### config.mk
export PLATFORM = sky130hd
export DESIGN_NAME = framed_poll_responder
export DESIGN_NICKNAME = d
export VERILOG_FILES = /design/src/hdl/fpr_pkg.sv /design/src/hdl/framed_poll_responder.sv /design/src/hdl/fpr_dp.sv /design/src/hdl/fpr_ctrl.sv
export SDC_FILE = /design/constraint.sdc
export NUM_CORES = 1
export LEC_CHECK = 0
export ABC_CLOCK_PERIOD_IN_PS = 7400
export BUFFER_PORTS_ARGS = -buffer_cell sky130_fd_sc_hd__buf_2
export CORE_MARGIN = 5
export CORE_UTILIZATION = 25
export DETAILED_ROUTE_END_ITERATION = 8
export GPL_ROUTABILITY_DRIVEN = 0
export SYNTH_ARGS = -nofsm -noshare
export SYNTH_HDL_FRONTEND = slang
export SYNTH_SLANG_ARGS = --single-unit
### constraint.sdc
create_clock -name clk_i -period 7.4 [get_ports clk_i]
set_input_delay 2.22 -clock clk_i [delete_from_list [all_inputs] [get_ports clk_i]]
set_output_delay 2.22 -clock clk_i [all_outputs]
set_load 0.03 [all_outputs]
### src/hdl/fpr_pkg.sv
// ----------------------------------------------------------------------------
// fpr_pkg
// Shared constants, types and command/status bundles for the poll responder.
// ----------------------------------------------------------------------------
`default_nettype none

package fpr_pkg;

  // Frame body limit: a body holds at most LineMax-1 bytes
  localparam int LineMax  = 32;
  localparam int BodyCntW = $clog2(LineMax);

  localparam int AngleW   = 20;
  localparam int MagW     = 19;   // |angle| <= 360000 < 2**19
  localparam int DigitN   = 6;    // decimal digits of 360000
  localparam int DigIdxW  = $clog2(DigitN);
  localparam int DigCntW  = $clog2(DigitN + 1);

  localparam logic signed [AngleW-1:0] AngleLimit = 20'sd360000;

  // Divide by ten: q = (x * Div10Mul) >> Div10Shift, exact for x < 2**19
  localparam int              Div10MulW  = 20;
  localparam logic [19:0]     Div10Mul   = 20'd838861;
  localparam int              Div10Shift = 23;

  // Register indexes on the config port
  localparam int            CfgAddrW    = 2;
  localparam logic [1:0]    CfgNodeId   = 2'd0;
  localparam logic [1:0]    CfgStart    = 2'd1;
  localparam logic [1:0]    CfgEnd      = 2'd2;

  // ASCII
  localparam logic [7:0] ChR     = 8'h52;
  localparam logic [7:0] ChSp    = 8'h20;
  localparam logic [7:0] ChA     = 8'h41;
  localparam logic [7:0] Ch0     = 8'h30;
  localparam logic [7:0] Ch9     = 8'h39;
  localparam logic [7:0] ChMinus = 8'h2d;

  // Which byte the datapath puts into the output register
  typedef enum logic [2:0] {
    SEL_START,
    SEL_A,
    SEL_SP,
    SEL_ID,
    SEL_MINUS,
    SEL_DIGIT,
    SEL_END
  } byte_sel_e;

  typedef struct packed {
    logic      conv_step;  // one divide-by-ten step
    logic      emit;       // load output register
    byte_sel_e sel;
    logic      pop;        // consume one stored digit
  } dp_cmd_t;

  typedef struct packed {
    logic match;      // current beat closes a frame addressed to us
    logic conv_done;  // quotient of this step is zero
    logic neg;        // clamped angle is negative
    logic dig_last;   // one digit left in the buffer
    logic out_free;   // output register can take a beat
  } dp_stat_t;

endpackage

`default_nettype wire

### src/hdl/framed_poll_responder.sv
// ----------------------------------------------------------------------------
// framed_poll_responder
// Polled serial node: parses request frames, answers with the shaft angle.
// ----------------------------------------------------------------------------
// Usage
//   Slave stream: one received byte per beat together with the current angle.
//     A frame is start byte, body, end byte; body "R <digits>" addressed to
//     node_id gets a reply. Non-frame bytes and mismatched frames are eaten.
//   Master stream: the reply, one ASCII byte per beat:
//     start 'A' ' ' id ' ' ['-'] millidegrees end, tlast on the end byte.
//   Config port: write-only, index 0 node_id, 1 start byte, 2 end byte.
//     Write only while no reply is in flight.
// Timing
//   A byte that does not close a matching frame is taken; ready stays up.
//   A matching end byte holds ready low for D divide-by-ten steps (D = number
//   of decimal digits, 1..6, one digit per cycle from the reciprocal multiply)
//   plus the reply bytes (N = 7..13), one per cycle unless the master stalls;
//   the reply beats go out through the output register after the last step.
// Reset
//   Clears the parser to hunting, drops any pending output beat and restores
//   node_id 0, start '<', end '>'.
// Stall
//   A stalled master side holds the output beat; the sequencer waits. The last
//   beat sits in the output register while the next request is taken.
// ----------------------------------------------------------------------------
`default_nettype none

module framed_poll_responder (
  input  wire logic        clk_i,
  input  wire logic        rst_ni,
  // slave: [7:0] rx_byte, [27:8] angle_millideg (signed), [31:28] zero
  input  wire logic        s_axis_tvalid,
  output logic             s_axis_tready,
  input  wire logic [31:0] s_axis_tdata,
  // master: [7:0] tx_byte; tlast = reply_last
  output logic             m_axis_tvalid,
  input  wire logic        m_axis_tready,
  output logic [7:0]       m_axis_tdata,
  output logic             m_axis_tlast,
  // config write port
  input  wire logic        cfg_we_i,
  input  wire logic [1:0]  cfg_addr_i,
  input  wire logic [7:0]  cfg_wdata_i
);

  fpr_pkg::dp_cmd_t  cmd;
  fpr_pkg::dp_stat_t stat;
  logic              in_acc;

  fpr_ctrl u_ctrl (
    .clk_i     (clk_i),
    .rst_ni    (rst_ni),
    .s_valid_i (s_axis_tvalid),
    .s_ready_o (s_axis_tready),
    .in_acc_o  (in_acc),
    .stat_i    (stat),
    .cmd_o     (cmd)
  );

  fpr_dp u_dp (
    .clk_i       (clk_i),
    .rst_ni      (rst_ni),
    .cfg_we_i    (cfg_we_i),
    .cfg_addr_i  (cfg_addr_i),
    .cfg_wdata_i (cfg_wdata_i),
    .in_acc_i    (in_acc),
    .rx_byte_i   (s_axis_tdata[7:0]),
    .angle_i     (s_axis_tdata[27:8]),
    .cmd_i       (cmd),
    .stat_o      (stat),
    .m_ready_i   (m_axis_tready),
    .m_valid_o   (m_axis_tvalid),
    .m_data_o    (m_axis_tdata),
    .m_last_o    (m_axis_tlast)
  );

endmodule

`default_nettype wire

### src/hdl/fpr_dp.sv
// ----------------------------------------------------------------------------
// fpr_dp
// Datapath: config registers, frame parser, angle to decimal conversion,
// digit buffer and output register.
// ----------------------------------------------------------------------------
`default_nettype none

module fpr_dp (
  input  wire logic                           clk_i,
  input  wire logic                           rst_ni,
  input  wire logic                           cfg_we_i,
  input  wire logic [fpr_pkg::CfgAddrW-1:0]   cfg_addr_i,
  input  wire logic [7:0]                     cfg_wdata_i,
  input  wire logic                           in_acc_i,
  input  wire logic [7:0]                     rx_byte_i,
  input  wire logic [fpr_pkg::AngleW-1:0]     angle_i,
  input  wire fpr_pkg::dp_cmd_t               cmd_i,
  output fpr_pkg::dp_stat_t                   stat_o,
  input  wire logic                           m_ready_i,
  output logic                                m_valid_o,
  output logic [7:0]                          m_data_o,
  output logic                                m_last_o
);

  localparam int CntW = fpr_pkg::BodyCntW;
  localparam int MagW = fpr_pkg::MagW;

  // config
  logic [3:0] node_id_q;
  logic [7:0] start_q, end_q;

  // parser
  logic            in_frame_q, in_frame_d;
  logic [CntW-1:0] body_cnt_q, body_cnt_d;
  logic            header_ok_q, header_ok_d;
  logic            digits_open_q, digits_open_d;
  logic [7:0]      parsed_id_q, parsed_id_d;

  logic            end_hit, body_room, is_digit;
  logic [11:0]     id_next;

  // conversion
  logic signed [fpr_pkg::AngleW-1:0] ang_s, ang_c, ang_abs;
  logic [MagW-1:0]                   work_q, work_d, quot, q10, diff;
  logic [MagW+fpr_pkg::Div10MulW-1:0] prod;
  logic                              neg_q;
  logic [3:0]                        dig_q [fpr_pkg::DigitN];
  logic [fpr_pkg::DigCntW-1:0]       dcnt_q;
  logic [fpr_pkg::DigIdxW-1:0]       rd_idx;

  // output
  logic       m_valid_q;
  logic [7:0] m_data_q, byte_nx;
  logic       m_last_q;

  always_ff @(posedge clk_i or negedge rst_ni) begin
    if (!rst_ni) begin
      node_id_q <= 4'd0;
      start_q   <= 8'd60;
      end_q     <= 8'd62;
    end else if (cfg_we_i) begin
      case (cfg_addr_i)
        fpr_pkg::CfgNodeId: node_id_q <= cfg_wdata_i[3:0];
        fpr_pkg::CfgStart:  start_q   <= cfg_wdata_i;
        fpr_pkg::CfgEnd:    end_q     <= cfg_wdata_i;
        default: ;
      endcase
    end
  end

  // ---- frame parser ----
  assign end_hit   = (rx_byte_i == end_q);
  assign body_room = (body_cnt_q < CntW'(fpr_pkg::LineMax - 1));
  assign is_digit  = (rx_byte_i >= fpr_pkg::Ch0) && (rx_byte_i <= fpr_pkg::Ch9);
  // id*10 + digit; an ASCII digit carries its value in the low nibble
  assign id_next   = {1'b0, parsed_id_q, 3'b000} + {3'b000, parsed_id_q, 1'b0}
                   + {8'd0, rx_byte_i[3:0]};

  assign stat_o.match = in_frame_q && end_hit && (body_cnt_q >= CntW'(2))
                     && header_ok_q && (parsed_id_q == {4'd0, node_id_q});

  always_comb begin
    in_frame_d    = in_frame_q;
    body_cnt_d    = body_cnt_q;
    header_ok_d   = header_ok_q;
    digits_open_d = digits_open_q;
    parsed_id_d   = parsed_id_q;
    if (in_acc_i) begin
      if (!in_frame_q) begin
        if (rx_byte_i == start_q) begin
          in_frame_d    = 1'b1;
          body_cnt_d    = '0;
          header_ok_d   = 1'b0;
          digits_open_d = 1'b0;
          parsed_id_d   = 8'd0;
        end
      end else if (end_hit || !body_room) begin
        in_frame_d    = 1'b0;
        body_cnt_d    = '0;
        header_ok_d   = 1'b0;
        digits_open_d = 1'b0;
        parsed_id_d   = 8'd0;
      end else begin
        if (body_cnt_q == CntW'(0)) begin
          header_ok_d   = (rx_byte_i == fpr_pkg::ChR);
          digits_open_d = 1'b0;
        end else if (body_cnt_q == CntW'(1)) begin
          header_ok_d   = header_ok_q && (rx_byte_i == fpr_pkg::ChSp);
          digits_open_d = header_ok_q && (rx_byte_i == fpr_pkg::ChSp);
        end else if (digits_open_q) begin
          if (is_digit) begin
            parsed_id_d = (id_next > 12'd255) ? 8'd255 : id_next[7:0];
          end else begin
            digits_open_d = 1'b0;
          end
        end
        body_cnt_d = body_cnt_q + CntW'(1);
      end
    end
  end

  always_ff @(posedge clk_i or negedge rst_ni) begin
    if (!rst_ni) begin
      in_frame_q    <= 1'b0;
      body_cnt_q    <= '0;
      header_ok_q   <= 1'b0;
      digits_open_q <= 1'b0;
      parsed_id_q   <= 8'd0;
    end else begin
      in_frame_q    <= in_frame_d;
      body_cnt_q    <= body_cnt_d;
      header_ok_q   <= header_ok_d;
      digits_open_q <= digits_open_d;
      parsed_id_q   <= parsed_id_d;
    end
  end

  // ---- angle clamp and magnitude ----
  always_comb begin
    ang_s = angle_i;
    if (ang_s > fpr_pkg::AngleLimit) begin
      ang_c = fpr_pkg::AngleLimit;
    end else if (ang_s < -fpr_pkg::AngleLimit) begin
      ang_c = -fpr_pkg::AngleLimit;
    end else begin
      ang_c = ang_s;
    end
    ang_abs = ang_c[fpr_pkg::AngleW-1] ? -ang_c : ang_c;
  end

  // ---- divide by ten, one digit per step ----
  assign prod = work_q * fpr_pkg::Div10Mul;
  assign quot = MagW'(prod >> fpr_pkg::Div10Shift);
  assign q10  = (quot << 3) + (quot << 1);
  assign diff = work_q - q10;

  always_comb begin
    work_d = work_q;
    if (in_acc_i) begin
      work_d = ang_abs[MagW-1:0];
    end else if (cmd_i.conv_step) begin
      work_d = quot;
    end
  end

  always_ff @(posedge clk_i) begin
    work_q <= work_d;
    if (in_acc_i) begin
      neg_q <= ang_c[fpr_pkg::AngleW-1];
    end
    if (cmd_i.conv_step) begin
      dig_q[dcnt_q[fpr_pkg::DigIdxW-1:0]] <= diff[3:0];
    end
  end

  always_ff @(posedge clk_i or negedge rst_ni) begin
    if (!rst_ni) begin
      dcnt_q <= '0;
    end else if (in_acc_i) begin
      dcnt_q <= '0;
    end else if (cmd_i.conv_step) begin
      dcnt_q <= dcnt_q + fpr_pkg::DigCntW'(1);
    end else if (cmd_i.pop) begin
      dcnt_q <= dcnt_q - fpr_pkg::DigCntW'(1);
    end
  end

  // digits were stored least significant first; read back from the top
  assign rd_idx = fpr_pkg::DigIdxW'(dcnt_q - fpr_pkg::DigCntW'(1));

  assign stat_o.conv_done = (quot == '0);
  assign stat_o.neg       = neg_q;
  assign stat_o.dig_last  = (dcnt_q == fpr_pkg::DigCntW'(1));

  // ---- output register ----
  always_comb begin
    case (cmd_i.sel)
      fpr_pkg::SEL_START: byte_nx = start_q;
      fpr_pkg::SEL_A:     byte_nx = fpr_pkg::ChA;
      fpr_pkg::SEL_SP:    byte_nx = fpr_pkg::ChSp;
      fpr_pkg::SEL_ID:    byte_nx = fpr_pkg::Ch0 + {4'd0, node_id_q};
      fpr_pkg::SEL_MINUS: byte_nx = fpr_pkg::ChMinus;
      fpr_pkg::SEL_DIGIT: byte_nx = fpr_pkg::Ch0 + {4'd0, dig_q[rd_idx]};
      fpr_pkg::SEL_END:   byte_nx = end_q;
      default:            byte_nx = end_q;
    endcase
  end

  always_ff @(posedge clk_i or negedge rst_ni) begin
    if (!rst_ni) begin
      m_valid_q <= 1'b0;
    end else if (cmd_i.emit) begin
      m_valid_q <= 1'b1;
    end else if (m_ready_i) begin
      m_valid_q <= 1'b0;
    end
  end

  always_ff @(posedge clk_i) begin
    if (cmd_i.emit) begin
      m_data_q <= byte_nx;
      m_last_q <= (cmd_i.sel == fpr_pkg::SEL_END);
    end
  end

  assign stat_o.out_free = !m_valid_q || m_ready_i;
  assign m_valid_o       = m_valid_q;
  assign m_data_o        = m_data_q;
  assign m_last_o        = m_last_q;

endmodule

`default_nettype wire

### src/hdl/fpr_ctrl.sv
// ----------------------------------------------------------------------------
// fpr_ctrl
// Sequencer: input gating, digit conversion steps and reply byte order.
// ----------------------------------------------------------------------------
`default_nettype none

module fpr_ctrl (
  input  wire logic          clk_i,
  input  wire logic          rst_ni,
  input  wire logic          s_valid_i,
  output logic               s_ready_o,
  output logic               in_acc_o,
  input  wire fpr_pkg::dp_stat_t stat_i,
  output fpr_pkg::dp_cmd_t   cmd_o
);

  typedef enum logic [4:0] {
    ST_IDLE = 5'b00001,
    ST_CONV = 5'b00010,
    ST_HDR  = 5'b00100,
    ST_DIG  = 5'b01000,
    ST_TAIL = 5'b10000
  } state_e;

  // header byte positions: start, 'A', space, id, space, then optional minus
  localparam logic [2:0] HdrStart = 3'd0;
  localparam logic [2:0] HdrA     = 3'd1;
  localparam logic [2:0] HdrSp1   = 3'd2;
  localparam logic [2:0] HdrId    = 3'd3;
  localparam logic [2:0] HdrSp2   = 3'd4;

  state_e     state_q, state_d;
  logic [2:0] hdr_q, hdr_d;

  assign s_ready_o = (state_q == ST_IDLE);
  assign in_acc_o  = s_valid_i && s_ready_o;

  always_comb begin
    state_d         = state_q;
    hdr_d           = hdr_q;
    cmd_o.conv_step = 1'b0;
    cmd_o.emit      = 1'b0;
    cmd_o.sel       = fpr_pkg::SEL_END;
    cmd_o.pop       = 1'b0;
    case (state_q)
      ST_IDLE: begin
        if (in_acc_o && stat_i.match) begin
          state_d = ST_CONV;
        end
      end
      ST_CONV: begin
        cmd_o.conv_step = 1'b1;
        if (stat_i.conv_done) begin
          state_d = ST_HDR;
          hdr_d   = HdrStart;
        end
      end
      ST_HDR: begin
        cmd_o.emit = stat_i.out_free;
        case (hdr_q)
          HdrStart: cmd_o.sel = fpr_pkg::SEL_START;
          HdrA:     cmd_o.sel = fpr_pkg::SEL_A;
          HdrSp1:   cmd_o.sel = fpr_pkg::SEL_SP;
          HdrId:    cmd_o.sel = fpr_pkg::SEL_ID;
          HdrSp2:   cmd_o.sel = fpr_pkg::SEL_SP;
          default:  cmd_o.sel = fpr_pkg::SEL_MINUS;
        endcase
        if (stat_i.out_free) begin
          if ((hdr_q == HdrSp2 && !stat_i.neg) || hdr_q > HdrSp2) begin
            state_d = ST_DIG;
          end else begin
            hdr_d = hdr_q + 3'd1;
          end
        end
      end
      ST_DIG: begin
        cmd_o.emit = stat_i.out_free;
        cmd_o.sel  = fpr_pkg::SEL_DIGIT;
        cmd_o.pop  = stat_i.out_free;
        if (stat_i.out_free && stat_i.dig_last) begin
          state_d = ST_TAIL;
        end
      end
      ST_TAIL: begin
        cmd_o.emit = stat_i.out_free;
        cmd_o.sel  = fpr_pkg::SEL_END;
        if (stat_i.out_free) begin
          state_d = ST_IDLE;
        end
      end
      default: begin
        state_d = ST_IDLE;
      end
    endcase
  end

  always_ff @(posedge clk_i or negedge rst_ni) begin
    if (!rst_ni) begin
      state_q <= ST_IDLE;
      hdr_q   <= HdrStart;
    end else begin
      state_q <= state_d;
      hdr_q   <= hdr_d;
    end
  end

endmodule

`default_nettype wire

# After elaboration in Yosys (flattened, before gate mapping)
# Memory sizes are Yosys's and may differ from the RTL's.
# Cells that the tools add are included.
# op_classes
n_addsub	11
multipliers	1
order_cmp	8
n_eq_ne	36
mux	53
reduce_logical	35
# op_table
op	count
$mux 8	8
$mux 19	3
$pmux 8 s6	1
$mux 5	9
$mux 20	2
$mul 19x20->39 const B	1
$pmux 5 s5	1
$gt 20x20->1 const B	1
$lt 20x20->1 const B	1
$mux 1	20
$logic_not 19->1	1
$neg 19->19	1
$mux 3	6
$eq 8x8->1	2
$add 6x4->7 const A	2
$add 11x9->12	1
$add 12x4->12	1
$eq 3x2->1 const B	4
$eq 3x3->1 const B	4
$gt 12x8->1 const B	1
$ne 3x3->1 const B	4
$pmux 3 s4	1
$pmux 4 s3	1
$reduce_and 6->1	2
other kinds (37)	66
# word_totals
regBits	77
ram_bits	24
input_bits	47
out_inout_bits	11
word_cells	161
mem_count	1
# mem_list
name	words	word_bits	rd	rd_clocked_by_memory_dff	write_ports	line	text
u_dp.dig_q	6	4	1	0	1	fpr_dp.sv:47	logic [3:0] dig_q [fpr_pkg::DigitN];

# Depth between registers and ports, before layout
# Gate-level depths: netlist of run 1.
# logic_depth
depth_word	10
depth_mapped	24
depth_no_buf	24

# Hierarchy
# Synthesis of run 1 repeated with hierarchy kept, for this count alone.
# hier_totals
hier_cells	1227
area_unflattened_um2	11718.7
# by_module_without_submodules
mod	instances	cells_each	area_per_inst_um2	seq_area_each_um2
fpr_dp	1	1142	10985.5	2603.7
fpr_ctrl	1	85	733.2	201.4

# Least setup slack after synthesis of run 1
# OpenSTA, ideal clock, no wires.
# synth_timing
path_type	register to register
from	register u_dp.work_q[8]
to	register u_ctrl.hdr_q[1]
setup_time_ps	128
arrival_time_ps	6307
t_required_ps	7272
setup_slack_ps	965
path_stages_with_launch	22
n_path_buf	0
synth_period_minus_slack_ps	6435
path_cell_list	edfxtp_1 -> inv_1 -> ha_1 -> fa_1 -> inv_1 -> fa_1 -> fa_1 -> fa_1 -> inv_1 -> fa_1 -> inv_1 -> ha_1 -> nand4_1 -> a2111oi_0 -> a22oi_1 -> and2_1 -> o21a_1 -> xnor2_1 -> or4_4 -> nor4_4 -> a21oi_2 -> mux2_1
# synth_via
elab_chain_cells	4
# synth_rtl
item	line	text
start: declaration	fpr_dp.sv:44	logic [MagW-1:0] work_q, work_d, quot, q10, diff;
start signal: assignment	fpr_dp.sv:167	work_q <= work_d;
$mul 19x20->39	fpr_dp.sv:152	assign prod = work_q * fpr_pkg::Div10Mul;
$logic_not 19->1	fpr_dp.sv:191	assign stat_o.conv_done = (quot == '0);
$ne 2x2->1 (no source line)	--	
$reduce_and 4->1 (no source line)	--	
end signal: assignment	fpr_ctrl.sv:100	hdr_q <= HdrStart;
end signal: assignment	fpr_ctrl.sv:103	hdr_q <= hdr_d;
end: declaration	fpr_ctrl.sv:33	logic [2:0] hdr_q, hdr_d;
# No other way between the ends.
# A chain may end at the register's enable or synchronous reset.

# Worst setup path in the final report of run 1
# Ends and elaborated chain as after synthesis.

==> results.yml, run 1 <==
floorplan:
  die_w_um: 227
  core_region_area_mm2: 0.0466
  start_util_pct: 25.3
  dieArea_mm2: 0.0516
  die_y_um: 227
  rows: 79
  io_pins: 58
clocking:
  cts_setup_buffers: 0
  cts_buffers: 9
  ctsHoldBuffers: 0
  root_buffer: "clkbuf_16"
  clk_latency_ps: 350
  clockBufferDepth: 2
  cts_resized: 0
  cts_tree: "yes"
  clkSinkCount: 101
  cts-htree-levels: 3
  clk_pin_slew_ps: 80
sta:
  finalClockSkew_ps: 11.4
  post-route-min-period_ps: 7060
  finalWorstSetupSlack_ps: 336
  fin_crit_sh_pct: 95.5
  maxSlewViolCount: 0
  max-slew-margin-rel_pct: 28.0
  setup_viol: 0
  tns_ps: 0
  hold_viol_final: 0
  grt_setup_unrepaired: "no"
  fmax_mhz: 142
  tightest_slew_ps: 1080
critical_path:
  rr_worst_depth: 22
  end_kind: "register"
  path_cells: "inv_1 -> ha_1 -> fa_1 -> inv_1 -> fa_1 -> inv_1 -> fa_1 -> inv_1 -> fa_1 -> inv_1 -> fa_1 -> inv_1 -> ha_1 -> a21oi_1 -> o21ai_0 -> a31oi_1 -> o21a_1 -> xnor2_1 -> or4_4 -> nor4_4 -> a21oi_2 -> mux2_1"
  cp.required_ps: 7640
  cp.depth: 22
  critPathMostFrequentCell: "inv_1"
  worstPathArrival_ps: 7300
  critPathTopFamily: "adder cells"
  crit_buf_inv: 6
  reg2reg_setup_slack_ps: 340
  critPathSlowestCell: "fa_1"
  criticalPathCategory: "register to register"
  r2r-end: "u_ctrl.hdr_q[1]"
  worstPathMaxFanout: 7
  startpoint_type: "register"
  critPathMaxStageDelay_ps: 590
  r2r_start: "u_dp.work_q[8]"
synth:
  synth_edf_count: 53
  ys_warn_count: 0
  synth_ff_type: "edfxtp_1"
  yosys.area.top_type: "ha_1"
  yosysTopAreaCellShare_pct: 18.1
  netlist_instances: 1262
  syn_area_mm2: 0.0118
  syn-num-nets: 1581
  yosysSeqAreaShare_pct: 23.8
  yosysUniqueCellTypes: 70
  syn_area_per_cell_um2: 9.34
  async_reset_ff_share_pct: 47.5
  ys_top_cells_by_area: "ha_1 (18%), fa_1 (17%), edfxtp_1 (13%), dfrtp_1 (8.1%), inv_1 (7.7%)"
  ys_seq_elements: 101
detailed_routing:
  vias_per_cell: 4.65
  wl_per_cell_um: 15.1
  route.vias.total: 8984
  drtIter0Drc: 574
  firstDrtPassIters: 7
  post-route-drc-count: 0
  wl_um: 29200
  drt.antenna.violating_nets: 0
hold_path:
  holdPathEnd: "u_dp.body_cnt_q[4]"
  hold_class: "register to register"
  worst_hold_path.num_cells: 1
  hold_start: "u_dp.body_cnt_q[4]"
final_layout:
  syn_to_final_growth_pct: 11.3
  nNetsFinal: 1639
  fillers: 4944
  drive_gt1_share_pct: 9.81
  instances_no_fill: 1934
global_routing:
  grt_max_degree: 49
  antenna_found_initial: 3
  track_usage_pct: 11.5
  grt_pass1_vias: 9232
  grt_overflow_total: 0
  grt_pass1_wl_um: 47800
place:
  hpwlAfterDp_um: 25200
  place_ws_ps: 318
  portBuffers: 53
  dp.cells: 1916
run_status:
  status: "complete, no violations"
flow_run:
  cap_viol_max_count: 0
[Yosys cell counts, types with 3 or more instances]
master,count
nor4_1,10
nand2_1,83
a31oi_1,11
nand4_1,16
o22ai_1,3
dfrtp_1,38
clkbuf_1,18
inv_1,242
nand3_1,25
o21ai_1,10
a21boi_0,3
mux4_2,4
o211ai_1,8
a211oi_1,9
a221o_1,3
edfxtp_1,53
and2_1,5
nor3_1,28
o21a_1,7
xnor2_1,35
xor2_1,17
o21ai_0,56
ha_1,171
fa_1,101
and3_1,5
nor2_1,90
a21oi_1,66
mux2i_1,7
or2_2,4
a2111oi_0,5
o31ai_1,8
o21bai_1,6
nand2b_1,6
a21o_1,11
nand3b_1,5
a22o_1,4
dfstp_2,10
a22oi_1,3
nor3b_1,5
or3_1,3
mux2_2,23
nor2b_1,9
[kinds of logic (layout without fill, tap and decap cells)]
kind of cell	after synthesis	in the layout	share of synthesized area, %
AND/OR/NAND/NOR	305	305	12.4
adder cells (fa/ha/maj)	272	272	35.3
buffers and inverters	261	324	8.31
AO/OA/AOI/OAI	235	235	12.6
flip-flops	101	101	23.8
XOR/XNOR	52	52	3.86
multiplexers	36	36	3.75
other	0	2	0
[per-stage QoR]
| step | area (um^2) | hold slack, ps | util (%) |
|---|---|---|---|
| 5_1_grt | 13100 | 575 | 28.2 |
| 2_1_floorplan | 11800 | 473 | - |
| 3_5_place_dp | 12800 | 504 | 27.6 |
| 3_3_place_gp | 12800 | 498 | 27.6 |
| 6_report | 13100 | 523 | 28.2 |
| 4_1_cts | 13100 | 525 | 28.2 |
[layer usage]
layer,GRT usage [%],share of wire (%),vias to the layer above
met4,2.72,1.6,0
met3,1.43,3.7,34
met2,19.4,48,179
met1,15.7,46,4347
met5,0,0,-
li1,-,-,4424
[worst max path at each step]
stage	from	end	slack, ps
after floorplan	u_dp.work_q[8]	u_ctrl.hdr_q[1]	970
after global placement	u_dp.work_q[5]	u_ctrl.hdr_q[1]	360
after detailed placement	u_dp.work_q[8]	u_ctrl.hdr_q[1]	320
after CTS	u_dp.work_q[8]	u_ctrl.hdr_q[1]	290
after global routing	u_dp.work_q[8]	u_ctrl.hdr_q[1]	20
final	u_dp.work_q[8]	u_ctrl.hdr_q[1]	340
[state kept, by name, indices dropped and copies added, names as in the netlist, 3 cells and up]
name	count
u_dp.dig_q	24
u_dp.work_q	19
u_dp.end_q	8
u_dp.m_data_o	8
u_dp.parsed_id_q	8
u_dp.start_q	8
u_ctrl.state_q	5
u_dp.body_cnt_q	5
u_dp.node_id_q	4
u_ctrl.hdr_q	3
u_dp.dcnt_q	3
[area by class of cell]
| type | count | area [um^2] | area share [%] |
|---|---|---|---|
| inverter | 243 | 912 | 6.95 |
| antenna | 2 | 5.00 | 0.0381 |
| clock buffer | 10 | 229 | 1.74 |
| timing repair buffer | 65 | 355 | 2.71 |
| multi-input combinational | 900 | 8010 | 61.0 |
| tap | 607 | 759 | 5.79 |
| clock inverter | 6 | 52.6 | 0.400 |
| sequential | 101 | 2810 | 21.4 |
[cells in the final DEF, fill, tap and decap left out, types with 10 or more instances in the layout]
master	netlist	layout
a21o_1	11	11
nand2_1	83	83
ha_1	171	171
inv_1	242	242
dfstp_2	10	10
a31oi_1	11	11
o21ai_1	10	10
dfrtp_1	38	38
nand3_1	25	25
xor2_1	17	17
buf_4	0	12
xnor2_1	35	35
fa_1	101	101
nor4_1	10	10
buf_2	0	53
nor3_1	28	28
nand4_1	16	16
edfxtp_1	53	53
o21ai_0	56	56
a21oi_1	66	66
nor2_1	90	90
mux2_2	23	23
Power of run 1 is not shown: default switching activity piles up to over one toggle a cycle in this logic, so the estimate is an artifact.
==> run 2, diff against run 1 <==
--- a/config.mk
+++ b/config.mk
@@ -11,6 +11,7 @@
 export CORE_UTILIZATION = 25
 export DETAILED_ROUTE_END_ITERATION = 8
 export GPL_ROUTABILITY_DRIVEN = 0
+export SLEW_MARGIN = 15
 export SYNTH_ARGS = -nofsm -noshare
 export SYNTH_HDL_FRONTEND = slang
 export SYNTH_SLANG_ARGS = --single-unit
==> constraint.sdc (replaced) <==
create_clock -name clk_i -period 7.4 [get_ports clk_i]
set_input_delay 1.11 -clock clk_i [delete_from_list [all_inputs] [get_ports clk_i]]
set_output_delay 1.11 -clock clk_i [all_outputs]
set_load 0.03 [all_outputs]
==> results.yml, run 2 (synthesis results as in run 1) <==
clocking:
  root_buffer: "clkbuf_16"
  clkSinkCount: 101
  clockBufferDepth: 2
  clk_pin_slew_ps: 80
  cts-htree-levels: 3
  cts_tree: "yes"
  clk_latency_ps: 350
  cts_setup_buffers: 0
  cts_buffers: 9
final_layout:
  final_common_cell: "inv_1"
  nNetsFinal: 1639
  final_cell_mix: "inv_1 (242), ha_1 (171), fa_1 (101)"
  syn_to_final_growth_pct: 11.6
  largest_register_ffs: 24
  drive_gt1_share_pct: 9.89
  utilization_pct: 28.3
  diodes: 0
critical_path:
  critPathSlowestCell: "a2111oi_0"
  critPathMaxStageDelay_ps: 560
  worstPathArrival_ps: 7120
  r2r_start: "u_dp.work_q[11]"
  r2r-end: "u_dp.dig_q[1][3]"
  reg2reg_setup_slack_ps: 370
  worstPathMaxFanout: 6
  rr_worst_depth: 25
  criticalPathCategory: "register to register"
  end_kind: "register"
  cp.required_ps: 7490
  startpoint_type: "register"
  critPathMostFrequentCell: "inv_1"
sta:
  tns_ps: 0
  maxSlewViolCount: 0
  finalWorstSetupSlack_ps: 371
  setup_viol: 0
  fin_crit_sh_pct: 95.0
  max-slew-margin-rel_pct: 31.4
  hold_viol_final: 0
  finalClockSkew_ps: 11.3
  fmax_mhz: 142
  tightest_slew_ps: 1030
  whs_ps: 526
  post-route-min-period_ps: 7030
  grt_setup_unrepaired: "no"
floorplan:
  rows: 79
  start_util_pct: 25.3
  die_w_um: 227
  io_pins: 58
  core_region_area_mm2: 0.0466
  dieArea_mm2: 0.0516
  die_y_um: 227
global_routing:
  track_usage_pct: 11.7
  grt_overflow_total: 0
  antenna_found_initial: 0
  grt_max_degree: 49
  grt_pass1_wl_um: 49100
  grt_pass1_vias: 9596
flow_run:
  cap_viol_max_count: 0
run_status:
  status: "complete, no violations"
detailed_routing:
  wl_per_cell_um: 15.2
  route.vias.total: 9106
  firstDrtPassIters: 7
  vias_per_cell: 4.71
  drtIter0Drc: 615
  post-route-drc-count: 0
  wl_um: 29400
  drt.antenna.violating_nets: 0
place:
  portBuffers: 53
  place_ws_ps: 337
  hpwlAfterDp_um: 25300
hold_path:
  worst_hold_path.num_cells: 1
  hold_class: "register to register"
  hold_start: "u_dp.digits_open_q"
  holdPathEnd: "u_dp.digits_open_q"
==> run 2: worst max-delay path by stage <==
| stage | startpoint | to | slack (ps) |
|---|---|---|---|
| floorplan | u_dp.work_q[8] | u_ctrl.hdr_q[1] | 970 |
| global placement | u_dp.work_q[11] | u_dp.dig_q[4][3] | 390 |
| detailed placement | u_dp.work_q[8] | u_ctrl.hdr_q[1] | 340 |
| CTS | u_dp.work_q[8] | u_ctrl.hdr_q[1] | 310 |
| global route | u_dp.work_q[11] | u_dp.dig_q[1][3] | 10 |
| finish | u_dp.work_q[11] | u_dp.dig_q[1][3] | 370 |
==> run 2: timing repair <==
| item | CTS | global route |
|---|---|---|
| setup endpoints to repair | 0 | 3 |
| gates resized for setup | 0 | 1 |
| hold buffers | 0 | 0 |
==> run 2: per-layer routing <==
metal	GRT usage, %	part of all wire [%]
met1	15.9	47
met2	20.0	48
met3	1.29	3.5
met4	3.03	2.1
met5	0	0
==> run 2: through the flow <==
step                cells  area [um^2]
floorplan            1262        11800
global placement     1916        12800
detailed placement   1916        12800
CTS                  1932        13200
global route         1932        13200
finish               1932        13200
==> run 2: area by class of cell <==
cell class	count	area, um^2
Clock buffer	12	278
Clock inverter	4	38.8
Fill cell	4936	33400
Inverter	243	912
Multi-Input combinational cell	900	8010
Sequential cell	101	2810
Tap cell	607	759
Timing Repair Buffer	65	355
==> run 2: critical path: cells and delay by family (launching register included) <==
family          cells  cell delay [ps]
fa+ha+maj           8             3610
compound gates      2              850
buf+inv             7              610
flops               1              510
xor+xnor            2              520
simple gates        6              650
Power of run 2 is left out for the same reason.
==> run 3, diff against run 2 <==
--- a/config.mk
+++ b/config.mk
@@ -7,8 +7,10 @@
 export LEC_CHECK = 0
 export ABC_CLOCK_PERIOD_IN_PS = 7400
 export BUFFER_PORTS_ARGS = -buffer_cell sky130_fd_sc_hd__buf_2
+export CAP_MARGIN = 40
 export CORE_MARGIN = 5
 export CORE_UTILIZATION = 25
+export CTS_BUF_LIST = sky130_fd_sc_hd__clkbuf_16
 export DETAILED_ROUTE_END_ITERATION = 8
 export GPL_ROUTABILITY_DRIVEN = 0
 export SLEW_MARGIN = 15
==> results.yml, run 3 (synthesis results as in run 1) <==
sta:
  setup_viol: 0
  fmax_mhz: 144
  finalClockSkew_ps: 14.3
  tightest_slew_ps: 722
  grt_setup_unrepaired: "no"
  max-slew-margin-rel_pct: 51.5
  hold_viol_final: 0
  tns_ps: 0
  maxSlewViolCount: 0
  post-route-min-period_ps: 6960
  finalWorstSetupSlack_ps: 440
  fin_crit_sh_pct: 94.1
place:
  postPlaceCellArea_mm2: 0.0129
  hpwlAfterDp_um: 25300
  portBuffers: 53
  place_ws_ps: 360
clocking:
  cts_setup_buffers: 0
  ctsHoldBuffers: 0
  cts-htree-levels: 3
  root_buffer: "clkbuf_16"
  clkSinkCount: 101
  cts_tree: "yes"
  clk_latency_ps: 360
  cts_buffers: 9
  clockBufferDepth: 2
  clk_pin_slew_ps: 70
global_routing:
  track_usage_pct: 11.7
  antenna_found_initial: 0
  grt_pass1_vias: 9562
  grt_max_degree: 49
  grt_overflow_total: 0
  grt_pass1_wl_um: 49000
final_layout:
  final_cell_mix: "inv_1 (244), ha_1 (171), fa_1 (101)"
  fin_area_mm2: 0.0131
  largest_register_ffs: 24
  nNetsFinal: 1642
  syn_to_final_growth_pct: 11.4
  diodes: 0
  drive_gt1_share_pct: 9.94
  final_common_cell: "inv_1"
floorplan:
  die_y_um: 227
  io_pins: 58
  dieArea_mm2: 0.0516
  rows: 79
  start_util_pct: 25.3
  core_region_area_mm2: 0.0466
  die_w_um: 227
detailed_routing:
  wl_um: 29300
  post-route-drc-count: 0
  drtIter0Drc: 645
  drt.antenna.violating_nets: 0
  wl_per_cell_um: 15.1
  vias_per_cell: 4.65
  route.vias.total: 9000
  firstDrtPassIters: 6
hold_path:
  worst_hold_path.num_cells: 1
  hold_class: "register to register"
  hold_start: "u_dp.digits_open_q"
  holdPathEnd: "u_dp.digits_open_q"
critical_path:
  startpoint_type: "register"
  criticalPathCategory: "register to register"
  r2r-end: "u_ctrl.hdr_q[1]"
  worstPathArrival_ps: 7210
  cp.required_ps: 7650
  worstPathMaxFanout: 4
  r2r_start: "u_dp.work_q[8]"
  reg2reg_setup_slack_ps: 440
  end_kind: "register"
  rr_worst_depth: 21
run_status:
  status: "complete, no violations"
flow_run:
  cap_viol_max_count: 0
[run 3: changes by cell type in the layout (fill, tap and decap cells not counted), sizes merged]
cell,before,now
inv,243,247
clkinv,4,3
clkbuf,12,10
buf,65,67
[run 3: cell type report]
class / count / area, um^2
multi-input cells: 900 / 8020
well taps: 607 / 759
repair buffers: 68 / 379
clock inverters: 7 / 42.5
flip-flops and latches: 101 / 2810
fillers: 4951 / 33400
inverters: 243 / 912
clock buffers: 9 / 225
[run 3: metrics by stage]
step	std cells	util (%)	hold WS, ps
after global placement	1916	27.6	497
after CTS	1934	28.2	522
after global routing	1935	28.2	530
after floorplan	1262	-	473
final	1935	28.2	524
after detailed placement	1918	27.6	503
[run 3: metal layers]
metal  vias up  wire length [um]  track usage [%]
met5         -                 0                0
met4         0               661             3.01
met3        44              1060             1.28
met2       179             13900             20.0
met1      4365             13600             15.8
li1       4412                 -                -
[run 3: timing repair]
| item | 4_1_cts | 5_1_grt |
|---|---|---|
| setup endpoints to repair | 0 | 9 |
| hold endpoints to repair | 0 | 0 |
| gates resized for setup | 0 | 2 |
[run 3: worst max-delay path by stage]
stage                     from                to  slack, ps
2_1_floorplan   u_dp.work_q[8]   u_ctrl.hdr_q[1]        970
3_3_place_gp   u_dp.work_q[11]  u_dp.dig_q[4][3]        390
3_5_place_dp    u_dp.work_q[8]   u_ctrl.hdr_q[1]        360
4_1_cts         u_dp.work_q[8]   u_ctrl.hdr_q[1]        340
5_1_grt         u_dp.work_q[8]   u_ctrl.hdr_q[1]         70
6_report        u_dp.work_q[8]   u_ctrl.hdr_q[1]        440
[run 3: worst max-delay path, stage by stage, from the launching register on]
cell	delay (ps)
edfxtp_1	420
inv_1	70
ha_1	340
fa_1	560
inv_1	120
fa_1	570
fa_1	460
fa_1	550
inv_1	60
fa_1	520
inv_1	40
ha_1	280
nand4_1	130
a2111oi_1	450
a22oi_1	280
and2_1	250
o21a_1	210
xnor2_1	160
or4_4	540
nor4_4	400
a21oi_2	130
mux2_1	320
Power of run 3 is left out for the same reason.
